$ cat config.mk
export PLATFORM = sky130hd
export DESIGN_NAME = hes_sqrt
export DESIGN_NICKNAME = d
export VERILOG_FILES = /design/src/rtl/core/hes_pkg.sv /design/src/rtl/core/hes_sqrt.sv
export SDC_FILE = /design/constraint.sdc
export NUM_CORES = 1
export LEC_CHECK = 0
export ABC_AREA = 1
export BUFFER_PORTS_ARGS = -buffer_cell sky130_fd_sc_hd__buf_4
export CAP_MARGIN = 20
export CORE_MARGIN = 2
export CORE_UTILIZATION = 45
export DETAILED_ROUTE_END_ITERATION = 16
export PLACE_DENSITY = 0.7
export RECOVER_POWER = 50
export SLEW_MARGIN = 10
export SYNTH_ARGS = -nofsm -noshare
export SYNTH_HDL_FRONTEND = slang
export SYNTH_SLANG_ARGS = --single-unit
$ cat constraint.sdc
create_clock -name clk -period 8.3 [get_ports clk]
set_clock_uncertainty 0.05 [all_clocks]
set_input_delay 0.415 -clock clk [delete_from_list [all_inputs] [get_ports clk]]
set_output_delay 0.415 -clock clk [all_outputs]
set_load 0.01 [all_outputs]
$ cat src/rtl/core/hes_pkg.sv
// Shared types and constants for the Heston path stepper.
// Used by hes_mul, hes_sqrt, heston_euler_path_step and the testbench; depends on nothing.
package hes_pkg;

  // Sequencer states of the top level
  typedef enum logic [2:0] {
    S_IDLE,
    S_RHO_SQ,
    S_RHO_RT,
    S_DT_RT,
    S_SV,
    S_MUL,
    S_DONE
  } hes_state_t;

  // Product schedule of one time step, in issue order
  typedef enum logic [3:0] {
    OP_DW1,
    OP_RHO_E1,
    OP_RC_E2,
    OP_DW2,
    OP_REV,
    OP_DRIFT,
    OP_SV_DW2,
    OP_DIFF,
    OP_RDT,
    OP_SV_DW1,
    OP_PRICE
  } hes_op_t;

  // Phases of the multi-cycle multiplier
  typedef enum logic [1:0] {
    MP_IDLE,
    MP_LO,
    MP_HI,
    MP_FIN
  } hes_mul_phase_t;

  // Configuration register indexes
  typedef enum logic [2:0] {
    REG_INITIAL_PRICE,
    REG_INITIAL_VARIANCE,
    REG_RATE,
    REG_KAPPA,
    REG_THETA,
    REG_XI,
    REG_RHO,
    REG_TIME_STEP
  } hes_reg_t;

  // Multiplier request: start strobe and right shift of the product
  typedef struct packed {
    logic       start;
    logic [5:0] shift;
  } hes_mul_ctl_t;

  // Product magnitude limit, also 1.0 in Q.60
  localparam logic [63:0] MUL_LIMIT = 64'h1000_0000_0000_0000;
  localparam logic [63:0] ONE_Q60   = 64'h1000_0000_0000_0000;

  // Square root: one result bit per step
  localparam int unsigned SQRT_STEPS = 32;
  localparam logic [63:0] SQRT_TOP_BIT = 64'h4000_0000_0000_0000;

  // Product shifts
  localparam logic [5:0] SH_NONE = 6'd0;
  localparam logic [5:0] SH_DW1  = 6'd16;
  localparam logic [5:0] SH_CORR = 6'd22;
  localparam logic [5:0] SH_DW2  = 6'd24;
  localparam logic [5:0] SH_Q28  = 6'd28;
  localparam logic [5:0] SH_Q32  = 6'd32;

endpackage

$ cat src/rtl/core/hes_sqrt.sv
// Iterative floor square root of a 64 bit value, one result bit per cycle.
// Depends on hes_pkg.
module hes_sqrt (
  input  logic        clk,
  input  logic        rst,
  input  logic        start,
  input  logic [63:0] x,
  output logic        done,
  output logic [31:0] root
);

  logic        busy;
  logic [4:0]  cnt;
  logic [63:0] rem;
  logic [63:0] r;
  logic [63:0] b;
  logic [63:0] trial;
  logic        fits;

  always_comb begin
    trial = r + b;
    fits  = (rem >= trial);
  end

  // control
  always_ff @(posedge clk) begin
    if (rst) begin
      busy <= 1'b0;
      done <= 1'b0;
      cnt  <= '0;
    end else begin
      done <= 1'b0;
      if (start) begin
        busy <= 1'b1;
        cnt  <= '0;
      end else if (busy) begin
        cnt <= cnt + 5'd1;
        if (cnt == 5'(hes_pkg::SQRT_STEPS - 1)) begin
          busy <= 1'b0;
          done <= 1'b1;
        end
      end
    end
  end

  // digit recurrence
  always_ff @(posedge clk) begin
    if (start) begin
      rem <= x;
      r   <= '0;
      b   <= hes_pkg::SQRT_TOP_BIT;
    end else if (busy) begin
      if (fits) begin
        rem <= rem - trial;
        r   <= (r >> 1) + b;
      end else begin
        r <= r >> 1;
      end
      b <= b >> 2;
    end
  end

  assign root = r[31:0];

endmodule

==> key figures <==
STA
  – FMAX: 167 MHz
  – Fin. max-slew vios: 148
  – Tcrit/Tclk final: 0.722
  – RSZ-0062 raised after global routing: no
  – Final setup TNS: 0 ps
  – Worst setup margin: 2310 ps
  – Max-slew headroom: -1.36
  – Slew @ Worst Pin: 3550 ps
  – Worst hold margin: 123 ps
  – Final min period: 5990 ps
  – Final setup violation count: 0
  – Final Hold Viols: 0

Placement
  – Placed Cells: 4186
  – Pre-CTS setup slack: 2800 ps
  – HPWL after DPL: 60500 um
  – Final GP Congestion: 1.03
  – IO Port Bufs: 99

Clock network
  – Clock-pin slew on the worst setup and hold paths: 80 ps
  – Clock net sink count: 167
  – Worst skew pair latency: 520 ps
  – Max clock buf depth: 2
  – Clock root buffer: clkbuf_16
  – CTS Buf Count: 17
  – Number of H-tree levels: 4
  – CTS tree: yes

Synthesis
  – Top_reg_cell synth: dfxtp_1
  – Dominant cells by area after synthesis: nand2_1, dfxtp_1, edfxtp_1
  – Library cells used by synthesis: 44
  – Async set-reset flop share out of synthesis: 0
  – Top cell type's share of synthesized area: 0.227
  – Post-synth top cells: nand2_1, inv_1, nor2_1
  – Avg Inst Size Synth: 5.63 um^2
  – Seq/Total Area, Yosys: 0.196
  – Mapped Cells: 3605
  – Yosys warns: 0
  – Top cell type by total area after synthesis: nand2_1
  – Total nets after synthesis: 3805
  – Cell area after synthesis: 20300 um^2
  – Post-synth EDFFs: 64
  – Cell with the most instances after synthesis: nand2_1
  – #FFs+latches synth: 167

Layout
  – Area delta synth->final: 6.96%
  – Nets: 3814
  – Sequential cell area: 3980 um^2
  – Fill count: 4953
  – Finished Layout Cells: 4219
  – Ant diodes: 0
  – Ratio of cells with drive above 1 in the final layout: 0.0414
  – Multi-input gate area: 13800 um^2

Status
  – Failing checks: capacitance limit, slew limit
  – Status: finished, violations left

Hold path
  – HP Start: x[57]
  – Hold Path End: rem[57]$_DFFE_PP_
  – HP Class: primary input to flop
  – Hold path cells: 3

Setup path
  – Buffer and inverter count on the worst path: 2
  – Type of the worst setup path: flop to flop
  – Worst reg2reg endpoint: rem[37]$_DFFE_PP_
  – CP dominant cell by count: nand2_1
  – Worst-path maximum fanout: 64
  – Critical path arrival: 6120 ps
  – Worst-path cell chain: ha_1 -> nand2_1 -> o21ai_0 -> nor2_1 -> nand2_1 -> o21ai_0 -> o21ai_0 -> nand2_1 -> nand2_1 -> a21oi_1 -> xor2_1 -> ha_1 -> a21oi_1 -> nand2_1 -> a21oi_1 -> nand2_1 -> a21oi_4 -> buf_4 -> nand2_2 -> nand2_2 -> nand2_2 -> buf_12
  – Worst EP required: 8430 ps
  – Top cell family by delay on the critical path: compound AO/OA/AOI/OAI gates
  – Reg-to-Reg Start: r[10]$_SDFFE_PP0P_
  – Crit path largest cell delay: 550 ps
  – Flop2flop setup slack: 2310 ps
  – R2R cell count: 22
  – Worst setup SP type: flop
  – Critical Path Sink Type: flop
  – CP max stage cell: buf_4

Floorplanning
  – Die area: 46800 um^2
  – Die X: 216 um
  – Initial Util: 0.458
  – Core area: 44300 um^2
  – Die height: 216 um
  – Ports: 100
  – Row count: 77

Global route
  – Total track usage: 0.321
  – Vias in the first global route: 21700
  – GR Overflow Total: 0
  – Largest net degree at the start of global routing: 76
  – First-pass GRT wire length: 116000 um
  – Initial antenna violation count: 0

Pwr
  – Worst vdd ir: 210 uV
  – Pleak: 0.00985 uW
  – Overall power: 7180 uW
  – PD cells: 331 nW/um^2

Route
  – Vias per cell: 5.48
  – Pre-Repair DR Iteration Count: 6
  – Via Count: 23100
  – Iter 0 DRT Violations: 2225
  – WL per Instance: 17.9 um
  – DRT Wirelength: 75500 um
  – ANT nets after route: 0
  – DR DRC count: 0

Run
  – Max Cap Viol: 2
[report_power, final]
| part | total, uW | leakage (uW) | switching [uW] | internal (uW) |
|---|---|---|---|---|
| Sequential | 1550 | 0.00148 | 366 | 1190 |
| Clock | 882 | 0.000305 | 426 | 456 |
| Combinational | 4750 | 0.00806 | 3140 | 1600 |
| Total | 7180 | 0.00985 | 3930 | 3240 |
[stage by stage]
stage	area, um^2	util
final	21700	0.490
after global routing	21700	0.490
after CTS	21800	0.493
after global placement	21200	0.479
after floorplan	20300	-
after detailed placement	21200	0.479
[kinds of logic after synthesis]
kind of cell | count (synthesis) | synth area share
AO/OA/AOI/OAI | 468 | 0.126
XOR/XNOR | 99 | 0.0427
adder cells (fa/ha/maj) | 133 | 0.0824
buffers and inverters | 615 | 0.124
flip-flops | 167 | 0.196
AND/OR/NAND/NOR | 2123 | 0.429
[worst max path at each step]
stage / startpoint / endpoint / slack (ps) / cells after the start
finish: r[10]$_SDFFE_PP0P_ / rem[37]$_DFFE_PP_ / 2310 / 22
global route: r[10]$_SDFFE_PP0P_ / rem[31]$_DFFE_PP_ / 2080 / 23
CTS: r[10]$_SDFFE_PP0P_ / rem[7]$_DFFE_PP_ / 2770 / 23
detailed placement: r[10]$_SDFFE_PP0P_ / rem[7]$_DFFE_PP_ / 2800 / 23
global placement: r[16]$_SDFFE_PP0P_ / rem[7]$_DFFE_PP_ / 2860 / 23
floorplan: r[6]$_SDFFE_PP0P_ / rem[0]$_DFFE_PP_ / 3290 / 25
[flip-flops by register name (all words and copies together) (netlist names)]
signal  flops
cnt         5
rem        64
r          64
busy        1
done        1
b          32
[cell type report]
class / instances / area share
Clock inverter: 12 / 0.00686
Timing Repair Buffer: 109 / 0.0323
Tap cell: 592 / 0.0341
Sequential cell: 167 / 0.184
Inverter: 496 / 0.0858
Clock buffer: 20 / 0.0216
Multi-Input combinational cell: 2823 / 0.636
[tightest hold or removal path, delay by kind of cell]
family / cells / cell delay [ps]
buffers and inverters: 1 / 80
AND/OR/NAND/NOR: 2 / 90
[layer usage]
layer | vias up | track usage | share of wire
met1 | 10500 | 0.418 | 0.43
li1 | 11500 | - | -
met2 | 914 | 0.517 | 0.45
met3 | 199 | 0.0375 | 0.067
met5 | - | 0 | 0
met4 | 0 | 0.179 | 0.054
[cells in the final DEF, fill, tap and decap left out, types with 2 or more instances in the layout]
cell and count:
a21oi_2 5, nor2_2 10, nand4_1 34, xnor2_1 50
nor3_1 37, nand3_1 305, ha_1 132, o21ai_0 171
o21bai_1 25, nand3b_1 32, a31oi_1 16, inv_6 3
a211oi_1 7, nor2_1 443, inv_8 6, xor2_1 49
nor4_1 6, inv_2 7, o211ai_1 3, or2_2 16
buf_4 72, inv_1 489, dfxtp_1 103, o21a_1 4
clkbuf_1 36, and2_1 3, nand2_2 5, clkbuf_16 18
a21o_1 12, edfxtp_1 64, a21oi_1 214, a21boi_0 2
nand2_1 1230, o21ai_1 2
[what timing repair did]
item                      4_1_cts  5_1_grt
setup buffers                   0        0
gates resized for setup         0        0
hold endpoints to repair        1        0
hold buffers                    1        0
Power figures use the tool's default switching activity.
