===== src/rtl/core/hes_pkg.sv =====
// Shared types and constants for the Heston path stepper.
// Used by hes_mul, hes_sqrt, heston_euler_path_step and the testbench; depends on nothing.
package hes_pkg;

  // Sequencer states of the top level
  typedef enum logic [2:0] {
    S_IDLE,
    S_RHO_SQ,
    S_RHO_RT,
    S_DT_RT,
    S_SV,
    S_MUL,
    S_DONE
  } hes_state_t;

  // Product schedule of one time step, in issue order
  typedef enum logic [3:0] {
    OP_DW1,
    OP_RHO_E1,
    OP_RC_E2,
    OP_DW2,
    OP_REV,
    OP_DRIFT,
    OP_SV_DW2,
    OP_DIFF,
    OP_RDT,
    OP_SV_DW1,
    OP_PRICE
  } hes_op_t;

  // Phases of the multi-cycle multiplier
  typedef enum logic [1:0] {
    MP_IDLE,
    MP_LO,
    MP_HI,
    MP_FIN
  } hes_mul_phase_t;

  // Configuration register indexes
  typedef enum logic [2:0] {
    REG_INITIAL_PRICE,
    REG_INITIAL_VARIANCE,
    REG_RATE,
    REG_KAPPA,
    REG_THETA,
    REG_XI,
    REG_RHO,
    REG_TIME_STEP
  } hes_reg_t;

  // Multiplier request: start strobe and right shift of the product
  typedef struct packed {
    logic       start;
    logic [5:0] shift;
  } hes_mul_ctl_t;

  // Product magnitude limit, also 1.0 in Q.60
  localparam logic [63:0] MUL_LIMIT = 64'h1000_0000_0000_0000;
  localparam logic [63:0] ONE_Q60   = 64'h1000_0000_0000_0000;

  // Square root: one result bit per step
  localparam int unsigned SQRT_STEPS = 32;
  localparam logic [63:0] SQRT_TOP_BIT = 64'h4000_0000_0000_0000;

  // Product shifts
  localparam logic [5:0] SH_NONE = 6'd0;
  localparam logic [5:0] SH_DW1  = 6'd16;
  localparam logic [5:0] SH_CORR = 6'd22;
  localparam logic [5:0] SH_DW2  = 6'd24;
  localparam logic [5:0] SH_Q28  = 6'd28;
  localparam logic [5:0] SH_Q32  = 6'd32;

endpackage


===== src/rtl/core/hes_mul.sv =====
// Shared signed multiplier: (a*b) >> shift on magnitudes, toward zero, saturated.
// One 32x32 multiplier used for the low and then the high half of b; depends on hes_pkg.
module hes_mul (
  input  logic                  clk,
  input  logic                  rst,
  input  hes_pkg::hes_mul_ctl_t ctl,
  input  logic signed [32:0]    op_a,
  input  logic signed [63:0]    op_b,
  output logic                  done,
  output logic signed [63:0]    res
);

  hes_pkg::hes_mul_phase_t phase, phase_next;
  logic [31:0] a_mag;
  logic [63:0] b_mag;
  logic        neg;
  logic [5:0]  shift;
  logic [95:0] acc;

  logic [32:0] a_abs;
  logic [63:0] b_abs;
  logic [63:0] prod;
  logic [95:0] shifted;
  logic [63:0] mag;

  // operand magnitudes, partial product, shift and limit
  always_comb begin
    a_abs   = op_a[32] ? 33'(-op_a) : 33'(op_a);
    b_abs   = op_b[63] ? 64'(-op_b) : 64'(op_b);
    prod    = a_mag * ((phase == hes_pkg::MP_HI) ? b_mag[63:32] : b_mag[31:0]);
    shifted = acc >> shift;
    mag     = (shifted > {32'd0, hes_pkg::MUL_LIMIT}) ? hes_pkg::MUL_LIMIT : shifted[63:0];
  end

  // phase sequence
  always_comb begin
    case (phase)
      hes_pkg::MP_IDLE: phase_next = ctl.start ? hes_pkg::MP_LO : hes_pkg::MP_IDLE;
      hes_pkg::MP_LO:   phase_next = hes_pkg::MP_HI;
      hes_pkg::MP_HI:   phase_next = hes_pkg::MP_FIN;
      hes_pkg::MP_FIN:  phase_next = hes_pkg::MP_IDLE;
      default:          phase_next = hes_pkg::MP_IDLE;
    endcase
  end

  always_ff @(posedge clk) begin
    if (rst) begin
      phase <= hes_pkg::MP_IDLE;
      done  <= 1'b0;
    end else begin
      phase <= phase_next;
      done  <= (phase == hes_pkg::MP_FIN);
    end
  end

  // datapath
  always_ff @(posedge clk) begin
    case (phase)
      hes_pkg::MP_IDLE: begin
        if (ctl.start) begin
          a_mag <= a_abs[31:0];
          b_mag <= b_abs;
          neg   <= op_a[32] ^ op_b[63];
          shift <= ctl.shift;
        end
      end
      hes_pkg::MP_LO:  acc <= {32'd0, prod};
      hes_pkg::MP_HI:  acc <= acc + {prod, 32'd0};
      hes_pkg::MP_FIN: res <= neg ? -$signed(mag) : $signed(mag);
      default: ;
    endcase
  end

endmodule


===== config.mk =====
export PLATFORM = sky130hd
export DESIGN_NAME = hes_mul
export DESIGN_NICKNAME = d
export VERILOG_FILES = /design/src/rtl/core/hes_pkg.sv /design/src/rtl/core/hes_mul.sv
export SDC_FILE = /design/constraint.sdc
export NUM_CORES = 2
export LEC_CHECK = 0
export BUFFER_PORTS_ARGS = -buffer_cell sky130_fd_sc_hd__buf_2
export CAP_MARGIN = 20
export CORE_AREA = 3 3 440 442
export DETAILED_ROUTE_END_ITERATION = 7
export DIE_AREA = 0 0 443 445
export PLACE_DENSITY_LB_ADDON = 0.2
export RECOVER_POWER = 50
export SLEW_MARGIN = 20
export SYNTH_ARGS = -nofsm -noshare
export SYNTH_HDL_FRONTEND = slang
export SYNTH_SLANG_ARGS = --single-unit
export TNS_END_PERCENT = 50

===== constraint.sdc =====
create_clock -name clk -period 13.3 [get_ports clk]
set_input_delay 1.33 -clock clk [delete_from_list [all_inputs] [get_ports clk]]
set_output_delay 1.33 -clock clk [all_outputs]
set_load 0.05 [all_outputs]

==> results.py <==
metrics = {
    "run_status": {
        "status": "finished with violations",
        "violations": "capacitance limit, slew limit",
    },
    "sta": {
        "hold_viol_final": 0,
        "max_slew_margin": -1.55,
        "setup_viol": 0,
        "fin_crit_sh": 0.944,
        "skew_ns": 0.0417,
        "tightest_slew_ns": 3.83,
        "fin_crit_ns": 12.56,
        "rsz0062_at_grt": "no",
        "finalSetupTns_ns": 0,
        "slew_violations": 340,
        "hold_slack_ns": 0.827,
        "fmaxAchievable_mhz": 79.6,
    },
    "setup_path": {
        "start_kind": "flop",
        "reg2reg_depth": 39,
        "ff2ff_setup_slack_ns": 0.74,
        "cp.arrival_ns": 12.90,
        "crit_slowest_cell": "mux2_2",
        "cpLargestDelayFamily": "adder cells",
        "cp_num_buf_inv": 3,
        "reg2reg_from": "phase[0]$_SDFF_PP0_",
        "required_ns": 13.64,
        "critPathMaxFanout": 34,
        "cp-end-kind": "flop",
        "path_class": "reg2reg",
        "max_stage_delay_ns": 0.88,
        "path_common_cell": "fa_1",
        "r2r_end": "acc[94]$_SDFFCE_PN0P_",
    },
    "final_layout": {
        "nNetsFinal": 7187,
        "synthToLayoutAreaGrowth_pct": 7.45,
        "layout-drive-gt1-share": 0.0911,
        "fin_util": 0.322,
        "num-fill-cells": 19816,
    },
    "synth": {
        "synth-seq-cells": 266,
        "async_flop_share": 0,
        "synth.most_common_cell": "fa_1",
        "synthTopCellsByArea": "fa_1, edfxtp_1, ha_1",
        "yosysSeqAreaShare": 0.140,
        "synthAdderAreaFrac": 0.391,
        "synth_top_family_by_area": "adder cells",
        "synth_top_area_frac": 0.315,
        "yosys_warnings": 0,
        "muxShareOfSynthArea": 0.0990,
        "synth_xor_area_frac": 0.0371,
        "synth_flop_cell": "edfxtp_1",
        "synth_compound_area_frac": 0.0854,
        "yosysTopAreaCell": "fa_1",
        "syn_area_sq_mm": 0.0570,
        "syn-num-nets": 7242,
        "synthSimpleGateAreaFrac": 0.163,
        "synth_common_cells": "fa_1, inv_1, nand2_1",
        "synth_edf_count": 263,
        "synthCells": 5894,
        "avgSynthCellArea_sq_um": 9.66,
        "ys_types": 99,
    },
    "worst_hold_path": {
        "min_from": "phase[1]$_SDFF_PP0_",
        "hold_path.class": "reg2reg",
        "min_to": "phase[0]$_SDFF_PP0_",
        "hold_depth": 4,
    },
    "floorplanning": {
        "std_cell_rows": 160,
        "die_h_um": 445,
        "die_area_sq_mm": 0.197,
        "start_util": 0.300,
        "ios": 171,
        "die-width_um": 443,
        "core_area_sq_mm": 0.190,
    },
    "routing": {
        "wl_per_cell_um": 22.4,
        "dr.pass1.iters": 6,
        "drt-total-wl_um": 188000,
        "drt_iter0_drc": 3145,
        "routed_via_density": 5.10,
        "drtAntennaViolNets": 0,
        "vias": 42703,
        "drcViolationCount": 0,
    },
    "global_route": {
        "grt_overflow": 0,
        "grt_pass1_vias": 44669,
        "grtUsageTotal": 0.189,
        "grt_pass1_wl_um": 286000,
        "grt_start_max_net_pins": 74,
        "antenna_found_initial": 7,
    },
    "cts": {
        "holdBufCountCts": 0,
        "clock_latency_ns": 0.61,
        "cts_tree": "yes",
        "clock_sinks": 266,
        "cts_buffer_depth": 3,
        "cts_setup_buffers": 0,
        "cts_made_buffers": 35,
        "clkTransAtPathRegs_ns": 0.06,
        "htree_levels": 2,
        "clock-root-buffer": "clkbuf_16",
    },
    "place": {
        "hpwl_um": 148000,
        "gp_congestion": 0.907,
        "io_buffers": 170,
    },
    "run": {
        "cap_violations": 7,
    },
}
==> layout by cell type (no fill, tap or decap), types with 33 or more instances in the layout <==
master,count
o21ai_0,157
a31oi_1,33
inv_1,893
fa_1,897
o31ai_1,44
and2_1,523
nor3_1,58
buf_2,98
a21o_1,91
nor2b_1,122
buf_4,69
clkbuf_1,82
nand2_1,666
xnor2_1,174
nor2_1,183
a21oi_1,171
mux2i_1,82
nand3_1,52
nand2b_1,40
clkbuf_16,35
xor2_1,67
mux2_2,103
edfxtp_1,263
mux4_2,160
ha_1,343
==> cell type report <==
cell class	instances	area, sq um	share of cell area
tap	2511	3140	0.0513
multi-input combinational	4391	44300	0.723
clock buffer	40	895	0.0146
inverter	899	3380	0.0552
clock inverter	21	215	0.00352
timing repair buffer	246	1340	0.0219
antenna	3	7.51	0.000123
sequential	266	7960	0.130
==> tightest hold or removal path: stages, from the launching register on <==
cell     delay, ns
dfxtp_1       0.34
inv_1         0.12
ha_1          0.17
mux2i_1       0.07
nor2_1        0.08
==> registers in the layout, summed over array words and instances (netlist names) <==
signal and cells:
b_mag 64, phase 2, done 1, shift 6, neg 1, res 64, acc 96, a_mag 32
==> how the worst max path moves through the flow <==
stage | start | to | cells after the start
2_1_floorplan | phase[0]$_SDFF_PP0_ | acc[94]$_SDFFCE_PN0P_ | 43
3_3_place_gp | phase[0]$_SDFF_PP0_ | acc[94]$_SDFFCE_PN0P_ | 40
3_5_place_dp | phase[0]$_SDFF_PP0_ | acc[94]$_SDFFCE_PN0P_ | 40
4_1_cts | phase[0]$_SDFF_PP0_ | acc[94]$_SDFFCE_PN0P_ | 40
5_1_grt | phase[0]$_SDFF_PP0_ | acc[94]$_SDFFCE_PN0P_ | 40
6_report | phase[0]$_SDFF_PP0_ | acc[94]$_SDFFCE_PN0P_ | 39
==> cells by family (layout without fill, tap and decap cells) <==
kind of cell / count (synthesis) / after routing
buffers and inverters: 1238 / 1206
adders and majority gates: 1242 / 1242
AOI/OAI and AO/OA: 738 / 738
other: 0 / 3
DFF: 266 / 266
xor gates and xnor gates: 241 / 241
and+or+nand+nor: 1819 / 1819
muxes: 350 / 351
==> routing by layer <==
metal	vias to the layer above	wire length [um]	GRT usage
li1	19180	-	-
met1	22117	86200	0.267
met2	1184	87100	0.306
met3	220	10000	0.0279
met4	2	4630	0.0435
met5	-	13	0
==> per-stage QoR <==
step | setup slack [ns] | area (sq um) | std cells
4_1_cts | 0.695 | 61300 | 8372
5_1_grt | 0.0396 | 61200 | 8374
3_3_place_gp | 0.920 | 60100 | 8310
2_1_floorplan | 2.46 | 57000 | 5894
3_5_place_dp | 0.711 | 60100 | 8311
6_report | 0.739 | 61200 | 8377
==> what timing repair did <==
item                                   4_1_cts  5_1_grt
setup endpoints to repair                    0        2
endpoints found under the hold margin        0        0
resized for setup                            0        2
Power is not shown: default switching activity piles up to over one toggle a cycle in this logic, so the estimate is an artifact.
